==> config.mk <==
export PLATFORM = sky130hd
export DESIGN_NAME = provisioning_frame_parser
export DESIGN_NICKNAME = d
export VERILOG_FILES = /design/src/design/pfp_pkg.sv /design/src/design/provisioning_frame_parser.sv /design/src/design/pfp_core.sv
export SDC_FILE = /design/constraint.sdc
export NUM_CORES = 1
export LEC_CHECK = 0
export ABC_AREA = 1
export BUFFER_PORTS_ARGS = -buffer_cell sky130_fd_sc_hd__buf_2
export CORE_ASPECT_RATIO = 0.7
export CORE_MARGIN = 4
export CORE_UTILIZATION = 60
export DETAILED_ROUTE_END_ITERATION = 16
export MAX_ROUTING_LAYER = met4
export PLACE_DENSITY_LB_ADDON = 0.12
export SLEW_MARGIN = 20
export SYNTH_ARGS = -nofsm -noshare
export SYNTH_HDL_FRONTEND = slang
export SYNTH_SLANG_ARGS = --single-unit
==> constraint.sdc <==
create_clock -name clk_i -period 6.9 [get_ports clk_i]
set_clock_uncertainty 0.1 [all_clocks]
set_input_delay 1.035 -clock clk_i [delete_from_list [all_inputs] [get_ports clk_i]]
set_output_delay 1.035 -clock clk_i [all_outputs]
set_load 0.05 [all_outputs]
==> src/design/pfp_pkg.sv <==
// Package for the provisioning frame parser.
// Frame constants, parse phase and verdict codes, and the result record.
// No dependencies.
package pfp_pkg;

  localparam int unsigned HdrLen = 6;
  localparam int unsigned TdataW = 64;

  localparam logic [7:0] TypeCommand = 8'h03;
  localparam logic [7:0] CmdCreds    = 8'h01;
  localparam logic [7:0] CmdIdent    = 8'h02;
  localparam logic [7:0] CmdInfo     = 8'h03;
  localparam logic [7:0] CredsMinLen = 8'd3;

  typedef logic [7:0] hdr_text_t [HdrLen];
  localparam hdr_text_t HdrText = '{8'h49, 8'h4D, 8'h50, 8'h52, 8'h4F, 8'h56};

  typedef enum logic [2:0] {
    PhHeader  = 3'd0,
    PhVersion = 3'd1,
    PhType    = 3'd2,
    PhLength  = 3'd3,
    PhPayload = 3'd4,
    PhCheck   = 3'd5
  } phase_e;

  typedef enum logic [2:0] {
    VerdNone     = 3'd0,
    VerdBadSum   = 3'd1,
    VerdNotCmd   = 3'd2,
    VerdInvalid  = 3'd3,
    VerdCredsOk  = 3'd4,
    VerdIdentify = 3'd5,
    VerdInfo     = 3'd6,
    VerdUnknown  = 3'd7
  } verdict_e;

  typedef struct packed {
    logic [7:0] echo_byte;
    logic       is_payload;
    logic [7:0] payload_index;
    logic       frame_done;
    logic [7:0] frame_type;
    logic [7:0] payload_length;
    verdict_e   verdict;
    logic [7:0] command_code;
    logic [7:0] ssid_length;
    logic [7:0] password_length;
  } result_t;

endpackage

==> src/design/provisioning_frame_parser.sv <==
// Provisioning frame parser: one result per received byte.
// Path: input register, then result register, with the decode between the two.
// Throughput: one byte per cycle while m_axis_tready_i does not stall the output.
// Reset: asynchronous, active low; parser returns to header hunt with all held fields zero.
// Both stages empty after reset. Depends on pfp_pkg and pfp_core.
module provisioning_frame_parser (
  input  logic        clk_i,
  input  logic        rst_ni,
  input  logic        s_axis_tvalid_i,
  output logic        s_axis_tready_o,
  input  logic [7:0]  s_axis_tdata_i,   // [7:0] rx_byte
  output logic        m_axis_tvalid_o,
  input  logic        m_axis_tready_i,
  // [7:0] echo_byte, [15:8] payload_index, [23:16] frame_type,
  // [31:24] payload_length, [34:32] verdict, [42:35] command_code,
  // [50:43] ssid_length, [58:51] password_length, [63:59] zero
  output logic [pfp_pkg::TdataW-1:0] m_axis_tdata_o,
  output logic        m_axis_tlast_o,   // frame_done
  output logic        m_axis_tuser_o    // is_payload
);

  logic             in_vld_q;
  logic [7:0]       in_byte_q;
  logic             out_vld_q;
  pfp_pkg::result_t res;
  pfp_pkg::result_t res_q;
  logic             adv;
  logic             in_acc;

  assign adv             = in_vld_q && (!out_vld_q || m_axis_tready_i);
  assign s_axis_tready_o = !in_vld_q || adv;
  assign in_acc          = s_axis_tvalid_i && s_axis_tready_o;

  pfp_core u_core (
    .clk_i     (clk_i),
    .rst_ni    (rst_ni),
    .adv_i     (adv),
    .rx_byte_i (in_byte_q),
    .res_o     (res)
  );

  always_ff @(posedge clk_i or negedge rst_ni) begin
    if (!rst_ni) begin
      in_vld_q  <= 1'b0;
      out_vld_q <= 1'b0;
    end else begin
      if (in_acc) begin
        in_vld_q <= 1'b1;
      end else if (adv) begin
        in_vld_q <= 1'b0;
      end
      if (adv) begin
        out_vld_q <= 1'b1;
      end else if (m_axis_tready_i) begin
        out_vld_q <= 1'b0;
      end
    end
  end

  always_ff @(posedge clk_i) begin
    if (in_acc) begin
      in_byte_q <= s_axis_tdata_i;
    end
    if (adv) begin
      res_q <= res;
    end
  end

  assign m_axis_tvalid_o = out_vld_q;
  assign m_axis_tlast_o  = res_q.frame_done;
  assign m_axis_tuser_o  = res_q.is_payload;
  assign m_axis_tdata_o  = {5'b0, res_q.password_length, res_q.ssid_length,
                            res_q.command_code, res_q.verdict, res_q.payload_length,
                            res_q.frame_type, res_q.payload_index, res_q.echo_byte};

  assert property (@(posedge clk_i) disable iff (!rst_ni)
    m_axis_tvalid_o && m_axis_tlast_o |-> m_axis_tdata_o[34:32] != pfp_pkg::VerdNone)
    else $error("frame end without verdict");

  assert property (@(posedge clk_i) disable iff (!rst_ni)
    m_axis_tvalid_o && !m_axis_tlast_o |-> m_axis_tdata_o[58:16] == '0)
    else $error("frame fields set on a byte that does not end a frame");

  assert property (@(posedge clk_i) disable iff (!rst_ni)
    m_axis_tvalid_o |-> !(m_axis_tuser_o && m_axis_tlast_o))
    else $error("byte flagged both payload and frame end");

  assert property (@(posedge clk_i) disable iff (!rst_ni)
    adv |=> out_vld_q && res_q.echo_byte == $past(in_byte_q))
    else $error("result register missed an advanced byte");

  assert property (@(posedge clk_i) disable iff (!rst_ni)
    out_vld_q && !m_axis_tready_i && in_vld_q |-> !s_axis_tready_o)
    else $error("input taken while both stages are stalled");

endmodule

==> src/design/pfp_core.sv <==
// Parse state and per-byte decode of the provisioning frame parser.
// Holds the frame state; updates it on each advanced transaction.
// Depends on pfp_pkg.
module pfp_core (
  input  logic              clk_i,
  input  logic              rst_ni,
  input  logic              adv_i,
  input  logic [7:0]        rx_byte_i,
  output pfp_pkg::result_t  res_o
);

  pfp_pkg::phase_e phase_q, phase_d;
  logic [2:0] hdr_pos_q, hdr_pos_d;
  logic [7:0] type_q, type_d;
  logic [7:0] len_q, len_d;
  logic [7:0] cnt_q, cnt_d;
  logic [7:0] sum_q, sum_d;
  logic [7:0] cmd_q, cmd_d;
  logic [7:0] ssid_q, ssid_d;
  logic [7:0] pw_q, pw_d;

  logic [7:0] sum_add;
  logic [7:0] cnt_inc;
  logic [8:0] pw_pos;
  logic [9:0] pw_end;
  logic       hdr_hit;
  pfp_pkg::verdict_e cmd_verdict;

  assign sum_add = sum_q + rx_byte_i;
  assign cnt_inc = cnt_q + 8'd1;
  assign pw_pos  = {1'b0, ssid_q} + 9'd2;
  assign pw_end  = {1'b0, pw_pos} + {2'b0, pw_q} + 10'd1;
  assign hdr_hit = (hdr_pos_q < 3'(pfp_pkg::HdrLen)) &&
                   (rx_byte_i == pfp_pkg::HdrText[hdr_pos_q]);

  always_comb begin
    if (len_q == 8'd0) begin
      cmd_verdict = pfp_pkg::VerdInvalid;
    end else begin
      case (cmd_q)
        pfp_pkg::CmdCreds: begin
          if (len_q < pfp_pkg::CredsMinLen || pw_pos >= {1'b0, len_q} ||
              pw_end > {2'b0, len_q}) begin
            cmd_verdict = pfp_pkg::VerdInvalid;
          end else begin
            cmd_verdict = pfp_pkg::VerdCredsOk;
          end
        end
        pfp_pkg::CmdIdent: cmd_verdict = pfp_pkg::VerdIdentify;
        pfp_pkg::CmdInfo:  cmd_verdict = pfp_pkg::VerdInfo;
        default:           cmd_verdict = pfp_pkg::VerdUnknown;
      endcase
    end
  end

  always_comb begin
    phase_d   = phase_q;
    hdr_pos_d = hdr_pos_q;
    type_d    = type_q;
    len_d     = len_q;
    cnt_d     = cnt_q;
    sum_d     = sum_q;
    cmd_d     = cmd_q;
    ssid_d    = ssid_q;
    pw_d      = pw_q;
    res_o     = '0;
    res_o.echo_byte = rx_byte_i;
    case (phase_q)
      pfp_pkg::PhVersion: begin
        sum_d   = rx_byte_i;
        phase_d = pfp_pkg::PhType;
      end
      pfp_pkg::PhType: begin
        type_d  = rx_byte_i;
        sum_d   = sum_add;
        phase_d = pfp_pkg::PhLength;
      end
      pfp_pkg::PhLength: begin
        len_d   = rx_byte_i;
        sum_d   = sum_add;
        cnt_d   = '0;
        cmd_d   = '0;
        ssid_d  = '0;
        pw_d    = '0;
        phase_d = (rx_byte_i != 8'd0) ? pfp_pkg::PhPayload : pfp_pkg::PhCheck;
      end
      pfp_pkg::PhPayload: begin
        res_o.is_payload    = 1'b1;
        res_o.payload_index = cnt_q;
        sum_d = sum_add;
        if (cnt_q == 8'd0) begin
          cmd_d = rx_byte_i;
        end else if (cnt_q == 8'd1) begin
          ssid_d = rx_byte_i;
        end else if ({1'b0, cnt_q} == pw_pos) begin
          pw_d = rx_byte_i;
        end
        cnt_d = cnt_inc;
        if (cnt_inc >= len_q) begin
          phase_d = pfp_pkg::PhCheck;
        end
      end
      pfp_pkg::PhCheck: begin
        res_o.frame_done      = 1'b1;
        res_o.frame_type      = type_q;
        res_o.payload_length  = len_q;
        res_o.command_code    = cmd_q;
        res_o.ssid_length     = ssid_q;
        res_o.password_length = pw_q;
        if (rx_byte_i != sum_q) begin
          res_o.verdict = pfp_pkg::VerdBadSum;
        end else if (type_q != pfp_pkg::TypeCommand) begin
          res_o.verdict = pfp_pkg::VerdNotCmd;
        end else begin
          res_o.verdict = cmd_verdict;
        end
        phase_d = pfp_pkg::PhHeader;
      end
      default: begin
        phase_d = pfp_pkg::PhHeader;
        if (hdr_hit) begin
          if (hdr_pos_q == 3'(pfp_pkg::HdrLen - 1)) begin
            hdr_pos_d = '0;
            phase_d   = pfp_pkg::PhVersion;
          end else begin
            hdr_pos_d = hdr_pos_q + 3'd1;
          end
        end else begin
          hdr_pos_d = (rx_byte_i == pfp_pkg::HdrText[0]) ? 3'd1 : 3'd0;
        end
      end
    endcase
  end

  always_ff @(posedge clk_i or negedge rst_ni) begin
    if (!rst_ni) begin
      phase_q   <= pfp_pkg::PhHeader;
      hdr_pos_q <= '0;
      type_q    <= '0;
      len_q     <= '0;
      cnt_q     <= '0;
      sum_q     <= '0;
      cmd_q     <= '0;
      ssid_q    <= '0;
      pw_q      <= '0;
    end else if (adv_i) begin
      phase_q   <= phase_d;
      hdr_pos_q <= hdr_pos_d;
      type_q    <= type_d;
      len_q     <= len_d;
      cnt_q     <= cnt_d;
      sum_q     <= sum_d;
      cmd_q     <= cmd_d;
      ssid_q    <= ssid_d;
      pw_q      <= pw_d;
    end
  end

  // header position only ever counts through the six header characters
  assert property (@(posedge clk_i) disable iff (!rst_ni)
    hdr_pos_q < 3'(pfp_pkg::HdrLen))
    else $error("header position out of range");

  assert property (@(posedge clk_i) disable iff (!rst_ni)
    phase_q == pfp_pkg::PhPayload |-> cnt_q < len_q)
    else $error("payload count reached length inside payload");

  assert property (@(posedge clk_i) disable iff (!rst_ni)
    adv_i && phase_q == pfp_pkg::PhCheck |=> phase_q == pfp_pkg::PhHeader)
    else $error("frame end did not return to header hunt");

endmodule

==> summary.txt <==
Die
  • FP Rows: 32
  • Core area: 0.0111 mm²
  • Total die area: 0.0131 mm²
  • Die H: 97.1 µm
  • Die Wd: 135 µm
  • Initial Utilization: 61.6%
  • Number of top-level pins: 80

STA
  • Unrepaired setup endpoints after global routing: false
  • Final Max Tran Viols: 0
  • Slew of the pin with the lowest slew margin: 0.970 ns
  • Final Setup Violations: 0
  • Maximum clock rate: 272 MHz
  • Setup_tns: 0 ns
  • Hold Vio Cnt, Final: 0
  • Period utilization: 53.4%
  • Final WS setup: 3.22 ns
  • Fin crit period: 3.68 ns
  • Slew HR: 35.1%

Status
  • Status: complete, no violations

Layout
  • Commonest non-fill, non-tap cell in the layout: nand2_1
  • Layout net count: 874
  • Share of cells above drive strength 1: 14.1%
  • Final Instance Count excl. Fillers: 982
  • N_diodes: 0
  • Final Util: 72.0%
  • Filler Cell Count: 831
  • Commonest non-fill, non-tap cells in the layout: nand2_1 (142), nor2_1 (102), inv_1 (98), buf_2 (74), edfxtp_1 (69)
  • Synth-to-Final Area Change: 16.9%

Yosys
  • Ys Warns: 0
  • Mapped cell area: 0.00681 mm²
  • Post-synth EDFFs: 69
  • Synth cell types: 44
  • Ys async rst share: 48.1%
  • #FFs+latches synth: 133
  • Cells after synthesis: 731
  • Main synth FF type: edfxtp_1
  • Syn Area/Cell: 9.31 µm²
  • Seq/Total Area, Yosys: 54.0%

Clock network
  • Max clock buf depth: 2
  • Hold Buf Count CTS: 0
  • Clock slew at reported path FFs: 0.06 ns
  • Clock root buffer: clkbuf_16
  • TritonCTS clock tree: done
  • Deepest level of the CTS H-tree: 4
  • Skew-Pair Late Insertion Delay: 0.43 ns
  • Num CTS Buffers: 17
  • Post-CTS Setup Inserts: 0
  • CTS sink cnt: 133
  • Post-cts resize count: 0

Worst hold path
  • Min-delay worst type: flop to flop

Detailed routing
  • ANT nets after route: 0
  • TritonRoute pass-1 iters: 6
  • DRT iter0 DRCs: 481
  • Drt wl/cell: 16.9 µm
  • Met3 wire length: 1.28 mm
  • Max layer used: met4
  • Routed met1 length: 7.67 mm
  • Routed vias/inst: 5.51
  • DRC errors left: 0
  • Detailed Route WL: 16.6 mm
  • Vias: 5,409
  • Wire length on met2: 7.29 mm

Power and ir drop
  • Psw: 1.68 mW
  • Worst-case vdd ir drop: 248 µV
  • Internal Pwr Total: 2.28 mW
  • Clock power share: 24.8%
  • Sw frac: 42.4%
  • Leak pwr: 3.77 nW
  • Power density cells: 497 mW/mm²
  • Combinational fraction of design power: 44.6%
  • Sequential Power Share: 30.6%
  • Pwr Total: 3.96 mW

Place
  • Dpl hpwl: 12.0 mm
  • Dpl ws: 3.32 ns
  • GP Congestion: 0.969
  • Inst Count DP: 950
  • I/O Buffers: 74

Job
  • Max Cap Viol: 0

Critical path
  • CP max FO: 6
  • CP Data Required Time: 6.95 ns
  • Worst setup path class: flop to flop
  • Critical path capture point type: flop
  • Worst setup SP type: flop
  • WP data arrival: 3.73 ns

Global routing
  • First-pass GRT wire length: 27.0 mm
  • Initial antenna violation count: 0
  • Overflow after GRT: 0
  • Vias in the first global route: 5,284
  • Total Routing Usage GR: 27.0%
  • Largest net degree at the start of global routing: 65
-- kinds of logic after synthesis --
family          synth area share, %
compound gates                 8.86
xor+xnor                       3.22
fa+ha+maj                      8.67
buf+inv                        6.80
flops                          54.0
other cells                  0.0551
simple gates                   18.4
-- state kept, by name, indices dropped and copies added (netlist names), 8 cells and up --
register        cells
m_axis_tdata_o     59
u_core.len_q        8
u_core.sum_q        8
in_byte_q           8
u_core.ssid_q       8
u_core.pw_q         8
u_core.cmd_q        8
u_core.type_q       8
u_core.cnt_q        8
-- path summary, 6_finish.rpt --
check / from / end / slack (ns) / depth (start not counted)
max in group asynchronous: rst_ni / u_core.pw_q[4] / 5.45 / 2
hold / removal: u_core.pw_q[0] / u_core.pw_q[0] / 0.38 / 2
min in group asynchronous: rst_ni / u_core.sum_q[3] / 0.69 / 2
setup reg to reg: u_core.ssid_q[1] / m_axis_tdata_o[32] / 3.22 / 21
hold reg to reg: u_core.pw_q[0] / u_core.pw_q[0] / 0.38 / 2
setup / recovery: u_core.ssid_q[1] / m_axis_tdata_o[32] / 3.22 / 21
-- cells in the mapped netlist, types with 2 or more instances --
cell / instances / area share [%]
a21oi_1: 37 / 2.7
a31oi_1: 4 / 0.37
buf_4: 5 / 0.55
clkbuf_1: 7 / 0.39
dfrtp_1: 64 / 24
edfxtp_1: 69 / 30
fa_1: 2 / 0.59
ha_1: 44 / 8.1
inv_1: 99 / 5.5
nand2_1: 142 / 7.8
nand2_2: 4 / 0.37
nand3_1: 31 / 2.3
nand4_1: 10 / 0.92
nor2_1: 102 / 5.6
nor3_1: 7 / 0.51
nor4_1: 3 / 0.28
o21ai_0: 43 / 3.2
o21bai_1: 3 / 0.33
o22ai_1: 7 / 0.64
xnor2_1: 8 / 1.0
xor2_1: 17 / 2.2
-- cell type report --
class                           count  area, µm²  share of cell area (%)
Clock buffer                       19        433                    5.44
Clock inverter                     13        205                    2.58
Inverter                          101        379                    4.76
Multi-Input combinational cell    486       2690                    33.7
Sequential cell                   133       3670                    46.1
Tap cell                          153        191                    2.40
Timing Repair Buffer               77        393                    4.93
-- worst max-delay path, cell delays in order (launching register included) --
cell	delay, ns
dfrtp_1	0.46
ha_1	0.25
or2_2	0.27
nand2_1	0.08
inv_1	0.07
ha_1	0.35
nand2_1	0.07
o21ai_0	0.37
xor2_1	0.23
ha_1	0.26
nand2_1	0.08
nor2_1	0.06
nand2_1	0.06
nand3_1	0.08
nand2_1	0.06
nand2_1	0.04
nand2_1	0.08
nand3_1	0.16
nand2_1	0.13
nand2_1	0.06
nand2_1	0.05
a21oi_1	0.05
-- metal layers --
| layer | GRT usage, % | vias to the layer above |
|---|---|---|
| met2 | 38.0 | 224 |
| met3 | 5.75 | 34 |
| met5 | - | - |
| met4 | 9.53 | 0 |
| li1 | - | 2585 |
| met1 | 39.0 | 2566 |
-- per-stage QoR --
step	hold WS, ns	instance area, µm²
6_report	0.377	7960
5_1_grt	0.410	7960
4_1_cts	0.378	7960
3_5_place_dp	0.363	7320
3_3_place_gp	0.364	7320
2_1_floorplan	0.342	6820
-- power groups by stage --
stage	clock, mW	sequential (mW)	combinational, mW
after floorplan	0	1.34	1.17
after global placement	0	1.21	1.64
after detailed placement	0	1.22	1.72
after CTS	0.987	1.21	1.75
after global routing	1.03	1.24	1.98
final	0.983	1.21	1.77
Note: power is estimated with default switching activity, not from simulation.
